<file path="src/hdl/sf3_pkg.sv">
`timescale 1ns / 1ps
// ----------------------------------------------------------------------------
// sf3_pkg
// Shared types and constants of the spring force pipeline.
// ----------------------------------------------------------------------------
package sf3_pkg;

    localparam int AXES         = 3;
    localparam int ROOT_BITS    = 34;
    localparam int RAD_BITS     = 2 * ROOT_BITS;
    localparam int REM_BITS     = ROOT_BITS + 3;
    localparam int SUM_BITS     = 66;
    localparam int TAYLOR_TERMS = 8;

    localparam int DIST_LAT  = 3 + ROOT_BITS;
    localparam int PULSE_LAT = 8 + 3 * TAYLOR_TERMS;
    localparam int REST_DLY  = DIST_LAT - PULSE_LAT;
    localparam int TOTAL_LAT = DIST_LAT + 3;

    localparam logic [30:0] ONE_Q30     = 31'h4000_0000;
    localparam logic [30:0] HALF_PI_Q30 = 31'd1686629713;
    localparam logic [63:0] INV_TWO_PI  = 64'h28BE_60DB_9391_054A;

    localparam logic [2:0] REG_STIFFNESS = 3'd0;
    localparam logic [2:0] REG_REST_LEN  = 3'd1;
    localparam logic [2:0] REG_PULSE_AMP = 3'd2;
    localparam logic [2:0] REG_PULSE_PH  = 3'd3;
    localparam logic [2:0] REG_PULSE_FRQ = 3'd4;

    typedef struct packed {
        logic [REM_BITS-1:0]  rem;
        logic [ROOT_BITS-1:0] root;
        logic [RAD_BITS-1:0]  rad;
    } sqrt_t;

    typedef struct packed {
        logic [30:0] x;
        logic [31:0] x2;
        logic [30:0] t;
    } tay_t;

endpackage

</file>
<file path="src/hdl/sf3_sqrt_cell.sv">
`timescale 1ns / 1ps
// ----------------------------------------------------------------------------
// sf3_sqrt_cell
// One root bit of a restoring integer square root.
// ----------------------------------------------------------------------------
module sf3_sqrt_cell (
    input  logic          aclk,
    input  logic          en,
    input  sf3_pkg::sqrt_t in_s,
    output sf3_pkg::sqrt_t out_s
);

    sf3_pkg::sqrt_t                 out_reg;
    logic [sf3_pkg::REM_BITS-1:0]   rem_s;
    logic [sf3_pkg::REM_BITS-1:0]   trial;

    assign rem_s = {in_s.rem[sf3_pkg::REM_BITS-3:0],
                    in_s.rad[sf3_pkg::RAD_BITS-1 -: 2]};
    assign trial = {1'b0, in_s.root, 2'b01};

    always_ff @(posedge aclk) begin
        if (en) begin
            out_reg.rad <= {in_s.rad[sf3_pkg::RAD_BITS-3:0], 2'b00};
            if (rem_s >= trial) begin
                out_reg.rem  <= rem_s - trial;
                out_reg.root <= {in_s.root[sf3_pkg::ROOT_BITS-2:0], 1'b1};
            end else begin
                out_reg.rem  <= rem_s;
                out_reg.root <= {in_s.root[sf3_pkg::ROOT_BITS-2:0], 1'b0};
            end
        end
    end

    assign out_s = out_reg;

endmodule

</file>
<file path="config.mk">
export PLATFORM = sky130hd
export DESIGN_NAME = sf3_sqrt_cell
export DESIGN_NICKNAME = d
export VERILOG_FILES = /design/src/hdl/sf3_pkg.sv /design/src/hdl/sf3_sqrt_cell.sv
export SDC_FILE = /design/constraint.sdc
export NUM_CORES = 1
export LEC_CHECK = 0
export BUFFER_PORTS_ARGS = -buffer_cell sky130_fd_sc_hd__buf_4
export CAP_MARGIN = 20
export CORE_MARGIN = 4
export CORE_UTILIZATION = 27
export CTS_BUF_LIST = sky130_fd_sc_hd__clkbuf_16
export DETAILED_ROUTE_END_ITERATION = 8
export PLACE_DENSITY_LB_ADDON = 0.3
export SLEW_MARGIN = 20
export SYNTH_ARGS = -nofsm -noshare
export SYNTH_HDL_FRONTEND = slang
export SYNTH_SLANG_ARGS = --single-unit
export TNS_END_PERCENT = 30
</file>
<file path="constraint.sdc">
create_clock -name aclk -period 9.2 [get_ports aclk]
set_clock_uncertainty 0.2 [all_clocks]
set_input_delay 1.84 -clock aclk [delete_from_list [all_inputs] [get_ports aclk]]
set_output_delay 1.84 -clock aclk [all_outputs]
set_load 0.03 [all_outputs]
</file>
==> results.cfg, run 1 <==
[run_status]
status = finished, final reports clean

[placed_design]
gp_congestion = 0.809
place_ws_ps = 3750
dp_hpwl_mm = 15.2
portBuffers = 275
dp.cells = 1120

[global_route]
antenna_found_initial = 1
grt_pass1_vias = 5339
track_usage_pct = 13.9
grt_pass1_wl_mm = 30.4
grt_max_degree = 87
grt-ovfl-total = 0

[yosys]
synth-adder-area-share_pct = 6.61
synth-simple-area-share_pct = 8.13
async_flop_share_pct = 0
synth-xor-area-share_pct = 4.11
synth_area_um2 = 6820
synth_cell_types = 63
yosys-top-cells-area = edfxtp_1 60%, ha_1 6.6%, a21oi_1 4.6%
synth_top_cell_by_area = edfxtp_1
synth_mux_area_share_pct = 1.69
ys_ff_latch = 137
synth_area_per_cell_um2 = 12.6
synth_compound_area_share_pct = 14.2
yosys.area.top_type_share_pct = 60.3
seq_area_frac_synth_pct = 60.3
post-synth-top-count-cell = edfxtp_1
synth_top_family_by_area = compound AO/OA/AOI/OAI gates
synth_edf_count = 137
yosysWarnings = 0
netlist_top_cells_count = 137 x edfxtp_1, 63 x a21oi_1, 51 x inv_1, 38 x nor2_1, 36 x ha_1
netlist_instances = 539
ys.flop_type = edfxtp_1

[critical_path]
crit_buf_inv = 2
endpoint_kind = register
crit_end = out_s[114]$_DFFE_PP_
worstPathMaxFanout = 62
critPathTopFamily = compound AO/OA/AOI/OAI gates
worstSetupStartpointType = input pin
crit_slowest_cell = nand2_4
cp.required_ps = 9160
cp-startpoint = in_s[68]
cp.depth = 11
slowest_delay_ps = 550
cp.arrival_ps = 4930
critPathKind = input pin to register
path_cells = buf_4, inv_1, ha_1, o21ai_0, a22oi_4, a21oi_2, a311o_1, a2111oi_4, o31ai_4, nand2_4, mux2_2

[clock_network]
ctsLongestPathBuffers = 2
cts_buffers = 17
clk_pin_slew_ps = 60
cts_sinks = 137
post_cts_buffers = 0
htreeDepth = 4
cts_tree = done
cts_resized = 0
root_buffer = clkbuf_16
holdBufCountCts = 0

[drt]
wl_per_cell_um = 17.1
wl_mm = 19.7
drtIter0Drc = 317
ant_nets = 0
viasPerCell = 4.55
dr.pass1.iters = 5
num_vias = 5235
route.detailed.drc = 0

[timing]
slew_headroom_pct = 45.4
rsz0062_at_grt = no
fmax_ghz = 0.201
finalHoldViolCount = 0
tightest_slew_ps = 820
finalMaxSlewViolations = 0
setup_viol = 0
finalCritPeriodShare_pct = 54.0
fin_crit_ps = 4970
timing.setup.tns_ps = 0
layout_setup_ws_ps = 4230

[final_layout]
layout.cells.non_filler = 1151
fill_cells = 2422
syn_to_final_growth_pct = 43.4
final_util_pct = 39.7
antenna_cells = 0
drive_above_1_share_pct = 39.9
largest_reg_flops = 137
nets = 992

[power_and_ir_drop]
report.power.total_uw = 2000
p_leak_uw = 0.00421
ir_worst_vdd_uv = 96.3
p_per_area_nw_per_um2 = 204

[min_path]
hp-class = input pin to register
hold_depth = 1

[flow_run]
cap_violations = 0

[floorplan]
num_io_pins = 280
core_um2 = 24600
start_util_pct = 27.7
die_w_um = 167
die_area_um2 = 27900
core.rowCount = 57
die_y_um = 167
routing by layer:
layer | up-vias | global-route usage [%] | share of wire (%) | routed length, um
li1 | 2538 | - | - | -
met1 | 2486 | 16.8 | 42 | 8230
met2 | 198 | 23.9 | 49 | 9720
met3 | 11 | 4.86 | 8.0 | 1580
met4 | 2 | 3.34 | 0.87 | 172
met5 | - | 0 | 0.10 | 20
logic make-up after synthesis:
| group | after synthesis |
|---|---|
| AO/OA/AOI/OAI | 141 |
| XOR/XNOR | 32 |
| adder cells (fa/ha/maj) | 36 |
| buffers and inverters | 71 |
| flip-flops | 137 |
| multiplexers | 9 |
| other | 1 |
| AND/OR/NAND/NOR | 112 |
through the flow:
stage | cell area, um2 | hold WS (ps)
2_1_floorplan | 6820 | 1740
5_1_grt | 9770 | 1360
6_report | 9770 | 1390
3_3_place_gp | 9160 | 1820
4_1_cts | 9770 | 1370
3_5_place_dp | 9160 | 1820
worst min path at each step:
stage / startpoint / end / slack, ps
finish: in_s[53] / out_s[55]$_DFFE_PP_ / 1390
global route: in_s[57] / out_s[59]$_DFFE_PP_ / 1360
CTS: in_s[43] / out_s[45]$_DFFE_PP_ / 1370
detailed placement: in_s[36] / out_s[38]$_DFFE_PP_ / 1820
global placement: in_s[23] / out_s[25]$_DFFE_PP_ / 1820
floorplan: in_s[99] / out_s[100]$_DFFE_PP_ / 1740
cell usage in the layout, fill, tap and decap left out, drive strengths merged, types with 4 or more instances in the layout:
cell    Yosys  routed
a211oi      4       4
a21o       12      12
a21oi      64      64
and2        7       7
buf        14     276
clkbuf      6      17
edfxtp    137     137
ha         36      36
inv        51      59
mux2        8       8
nand2      25      25
nand3      13      13
nand4       8       8
nor2       38      38
nor3        4       4
o21a        5       5
o21ai      18      18
o21bai      9       9
o31ai       5       5
xnor2      23      23
xor2        9       9
final cells by class:
cell class	count	area (um2)	share of cell area (%)
clock buffers	17	425	4.35
clock inverters	14	185	1.89
inverters	51	191	1.96
multi-input cells	332	2370	24.3
flip-flops and latches	137	4110	42.1
well taps	324	405	4.15
repair buffers	276	2080	21.3
where the power goes:
group / switching (uW) / leakage (uW) / internal, uW / total, uW
clock network: 295 / 0.000290 / 433 / 728
logic: 291 / 0.00258 / 196 / 487
registers: 17.8 / 0.00134 / 764 / 781
total: 604 / 0.00421 / 1390 / 2000
(Power assumes the default switching activity.)
==> run 2, diff against run 1 <==
==> constraint.sdc (replaced) <==
create_clock -name aclk -period 5.2 [get_ports aclk]
set_clock_uncertainty 0.2 [all_clocks]
set_input_delay 1.04 -clock aclk [delete_from_list [all_inputs] [get_ports aclk]]
set_output_delay 1.04 -clock aclk [all_outputs]
set_load 0.03 [all_outputs]
==> run 2 against run 1 <==
Net effect:
- non-clock buffer count up 7
- global-route usage up 0.053 points
- sequential power up 77%
- cell area about the same
==> results.cfg, run 2 (synthesis results as in run 1) <==
[run_status]
status = finished, final reports clean

[min_path]
hp-start = in_s[6]
hp-class = input pin to register

[power_and_ir_drop]
p_per_area_nw_per_um2 = 350
p_leak_uw = 0.00423
ir_worst_vdd_uv = 184

[timing]
timing.setup.tns_ps = 0
setup_viol = 0
finalMaxSlewViolations = 0
fmax_ghz = 0.249
slew_headroom_pct = 50.1
finalCritPeriodShare_pct = 77.3
finalHoldViolCount = 0
rsz0062_at_grt = no
timing.hold.ws_ps = 588
fin_crit_ps = 4020
tightest_slew_ps = 739

[global_route]
track_usage_pct = 14.0
grt_max_degree = 74
grt-ovfl-total = 0
antenna_found_initial = 1
grt_pass1_vias = 5433
grt_pass1_wl_mm = 30.6

[final_layout]
largest_reg_flops = 137
syn_to_final_growth_pct = 43.3
antenna_cells = 0
nets = 999
layout_commonest_cell = buf_4
drive_above_1_share_pct = 40.4
final_cell_mix = 282 x buf_4, 137 x edfxtp_1, 63 x a21oi_1, 52 x inv_1, 38 x nor2_1
final_util_pct = 39.7

[critical_path]
cp.arrival_ps = 3990
worstPathMaxFanout = 25
endpoint_kind = register
cp-startpoint = in_s[68]
critPathKind = input pin to register
worstSetupStartpointType = input pin
cp.required_ps = 5170

[clock_network]
root_buffer = clkbuf_16
cts_sinks = 137
holdBufCountCts = 0
cts_resized = 0
post_cts_buffers = 0
ctsLongestPathBuffers = 2
clk_pin_slew_ps = 70
htreeDepth = 4
cts_buffers = 17
cts_tree = done

[floorplan]
core_um2 = 24600
start_util_pct = 27.7
die_y_um = 167
die_w_um = 167
core.rowCount = 57
num_io_pins = 280
die_area_um2 = 27900

[drt]
drtIter0Drc = 231
route.detailed.drc = 0
viasPerCell = 4.53
ant_nets = 0
wl_mm = 19.7
dr.pass1.iters = 5
wl_per_cell_um = 17.0
num_vias = 5254

[flow_run]
cap_violations = 0

[placed_design]
dp_hpwl_mm = 15.4
portBuffers = 275
gp_congestion = 0.823
## run 2: cell types whose count changed in the layout (fill, tap and decap cells not counted), sizes merged
cell / previous run / this run
buf: 276 / 283
bufinv: 3 / 0
clkinv: 0 / 3
clkinvlp: 3 / 2
inv: 59 / 61
## run 2: worst max-delay path, stage by stage
cell and delay (ps):
buf_4 90, inv_1 30, ha_1 320, o21ai_0 220, a22oi_4 270, a21oi_2 120
a311o_1 410, a2111oi_4 460, o31ai_4 130, nand2_4 310, buf_4 270, mux2_4 310
## run 2: where the power goes
part | switching, uW | leakage (uW) | total (uW) | internal (uW)
registers | 31.0 | 0.00134 | 1380 | 1350
clock network | 546 | 0.000271 | 1170 | 628
logic | 516 | 0.00261 | 866 | 350
## run 2: stage by stage
step / cells / area [um2] / total power, uW / setup WS, ps
4_1_cts: 1159 / 9770 / 3470 / 1130
2_1_floorplan: 540 / 6820 / 1930 / 1420
3_3_place_gp: 1127 / 9210 / 2280 / 736
5_1_grt: 1159 / 9770 / 3590 / 1010
3_5_place_dp: 1127 / 9210 / 2280 / 712
6_report: 1159 / 9770 / 3420 / 1180
## run 2: worst paths after layout
path	cells past startpoint	endpoint	slack, ps
worst max-delay path	12	out_s[136]$_DFFE_PP_	1180
worst min-delay path	1	out_s[8]$_DFFE_PP_	590
## run 2: metal layers
metal | vias to the layer above | part of all wire, % | track usage [%]
li1 | 2555 | - | -
met1 | 2469 | 41 | 16.6
met2 | 203 | 48 | 23.8
met3 | 25 | 8.1 | 4.86
met4 | 2 | 2.1 | 4.59
met5 | - | 0.10 | 0
## run 2: area by class of cell
type	instances	area, um2
clock buffers	17	425
clock inverters	15	129
fillers	2398	14800
inverters	51	191
multi-input cells	332	2370
flip-flops and latches	137	4110
well taps	324	405
repair buffers	283	2130
==> run 3, diff against run 2 <==
--- a/config.mk
+++ b/config.mk
@@ -5,6 +5,7 @@
 export SDC_FILE = /design/constraint.sdc
 export NUM_CORES = 1
 export LEC_CHECK = 0
+export ABC_AREA = 1
 export BUFFER_PORTS_ARGS = -buffer_cell sky130_fd_sc_hd__buf_4
 export CAP_MARGIN = 20
 export CORE_MARGIN = 4
==> constraint.sdc (replaced) <==
create_clock -name aclk -period 4.15 [get_ports aclk]
set_clock_uncertainty 0.2 [all_clocks]
set_input_delay 0.83 -clock aclk [delete_from_list [all_inputs] [get_ports aclk]]
set_output_delay 0.83 -clock aclk [all_outputs]
set_load 0.03 [all_outputs]
==> run 3 against run 2 <==
Net effect:
- combinational power rose by 30%
- die area is 9.9% higher
- critical path depth increased by 2
- sequential power up 25%
- global-route usage rose by 1.8 points
- synthesized area grew 10%
- first-iteration DRC count grew 11%
- non-clock buffer count fell by 3
- total power rose by 29%
- utilization decreased by 0.70 points
- worst setup slack lost 33 ps
==> results.cfg, run 3 <==
[final_layout]
syn_to_final_growth_pct = 40.7
final_util_pct = 39.0
final_cell_mix = 327 x nand2_1, 278 x buf_4, 140 x inv_1, 137 x edfxtp_1, 68 x nor2_1
antenna_cells = 0
drive_above_1_share_pct = 29.0
fill_cells = 2843
layout_commonest_cell = nand2_1
nets = 1317
largest_reg_flops = 137

[power_and_ir_drop]
p_switching_uw = 1450
swShare_pct = 33.0
combPwrFrac_pct = 25.7
p_per_area_nw_per_um2 = 416
report.power.total_uw = 4400
seqPwrFrac_pct = 39.2
p_clk_share_pct = 35.1
p_leak_uw = 0.00521
p_int_uw = 2950
ir_worst_vdd_uv = 262

[global_route]
grt_pass1_wl_mm = 37.2
antenna_found_initial = 1
grt-ovfl-total = 0
grt_max_degree = 59
track_usage_pct = 15.8
grt_pass1_vias = 6491

[yosys]
ys.flop_type = edfxtp_1
synth_edf_count = 137
seq_area_frac_synth_pct = 54.6
post-synth-top-count-cell = nand2_1
synth_top_cell_by_area = edfxtp_1
synth_cell_types = 28
async_flop_share_pct = 0
yosysWarnings = 0
synth_area_per_cell_um2 = 8.87
netlist_instances = 849
yosys.area.top_type_share_pct = 54.6
ys_ff_latch = 137
yosys-top-cells-area = edfxtp_1 55%, nand2_1 16%, inv_1 7.0%
synth_area_um2 = 7530
netlist_top_cells_count = 327 x nand2_1, 140 x inv_1, 137 x edfxtp_1, 68 x nor2_1, 36 x ha_1

[drt]
drtIter0Drc = 257
viasPerCell = 4.18
num_vias = 6374
dr.pass1.iters = 5
wl_per_cell_um = 16.2
ant_nets = 0
route.detailed.drc = 0
wl_mm = 24.7

[floorplan]
die_w_um = 175
start_util_pct = 27.7
die_area_um2 = 30600
core_um2 = 27200
die_y_um = 175
core.rowCount = 60
num_io_pins = 280

[placed_design]
gp_congestion = 0.902
portBuffers = 275
dp_hpwl_mm = 19.9

[timing]
fin_crit_ps = 3000
timing.setup.tns_ps = 0
rsz0062_at_grt = no
tightest_slew_ps = 571
finalMaxSlewViolations = 0
setup_viol = 0
finalHoldViolCount = 0
fmax_ghz = 0.333
finalCritPeriodShare_pct = 72.3
slew_headroom_pct = 61.6

[run_status]
status = finished, final reports clean

[clock_network]
cts_buffers = 17
holdBufCountCts = 0
clk_pin_slew_ps = 70
cts_tree = done
ctsLongestPathBuffers = 2
root_buffer = clkbuf_16
cts_resized = 0
cts_sinks = 137
post_cts_buffers = 0
htreeDepth = 4

[flow_run]
cap_violations = 0

[min_path]
hp-class = input pin to register

[critical_path]
worstSetupStartpointType = input pin
cp.required_ps = 4120
worstPathMaxFanout = 27
critPathKind = input pin to register
cp.arrival_ps = 2970
endpoint_kind = register
-- run 3: cell types whose count changed after synthesis, moves of 10 or more --
cell,delta
nand3b_1,+11
nand2_1,+303
nor2_1,+30
a21oi_1,-36
nand3_2,+10
inv_1,+89
a21o_1,-12
xnor2_1,-22
nand3_1,+10
-- run 3: through the flow --
stage	area (um2)	setup WS [ps]	cells	hold WS [ps]
2_1_floorplan	7530	1430	850	729
3_3_place_gp	10000	723	1493	808
3_5_place_dp	10000	705	1493	809
4_1_cts	10600	1140	1525	363
5_1_grt	10600	957	1525	360
6_report	10600	1150	1525	383
-- run 3: kinds of logic (layout without fill, tap and decap cells) --
logic type	after synthesis	count (layout)	synth area share, %
other cells	1	2	0.0498
fa+ha+maj	36	36	5.98
buf+inv	150	453	8.37
simple gates	463	463	25.7
compound gates	43	43	3.07
xor+xnor	19	19	2.21
flops	137	137	54.6
-- run 3: worst max-delay path, stage by stage --
cell	delay, ps
buf_4	90
inv_1	40
ha_1	360
nand2_2	120
inv_1	40
nand2_1	60
nand3_1	120
a21oi_1	270
nand3_2	220
nand3_2	130
nand2_4	210
buf_4	300
nand3_1	110
nand2_1	50
-- run 3: worst paths after layout --
kind      from                   end  cells after the start
max   in_s[86]  out_s[131]$_DFFE_PP_                     14
min   in_s[33]   out_s[35]$_DFFE_PP_                      1
-- run 3: cell type report --
type / instances / area, um2 / area share, %
Clock buffer: 17 / 425 / 4.01
Clock inverter: 15 / 154 / 1.45
Inverter: 141 / 529 / 4.99
Multi-Input combinational cell: 563 / 2790 / 26.3
Sequential cell: 137 / 4110 / 38.8
Tap cell: 372 / 465 / 4.39
Timing Repair Buffer: 280 / 2120 / 20.0
-- run 3: power by group through the flow --
| stage | registers, uW | clock network (uW) | logic (uW) |
|---|---|---|---|
| after floorplan | 2030 | 0 | 396 |
| after global placement | 1760 | 0 | 1140 |
| after detailed placement | 1760 | 0 | 1150 |
| after CTS | 1730 | 1590 | 1150 |
| after global routing | 1740 | 1650 | 1240 |
| final | 1730 | 1540 | 1130 |
-- run 3: layer usage --
metal,track usage [%],share of wire (%),vias up
li1,-,-,3276
met1,19.4,43,2862
met2,27.7,48,222
met3,4.61,7.5,12
met4,3.01,0.90,2
met5,0,0.053,-
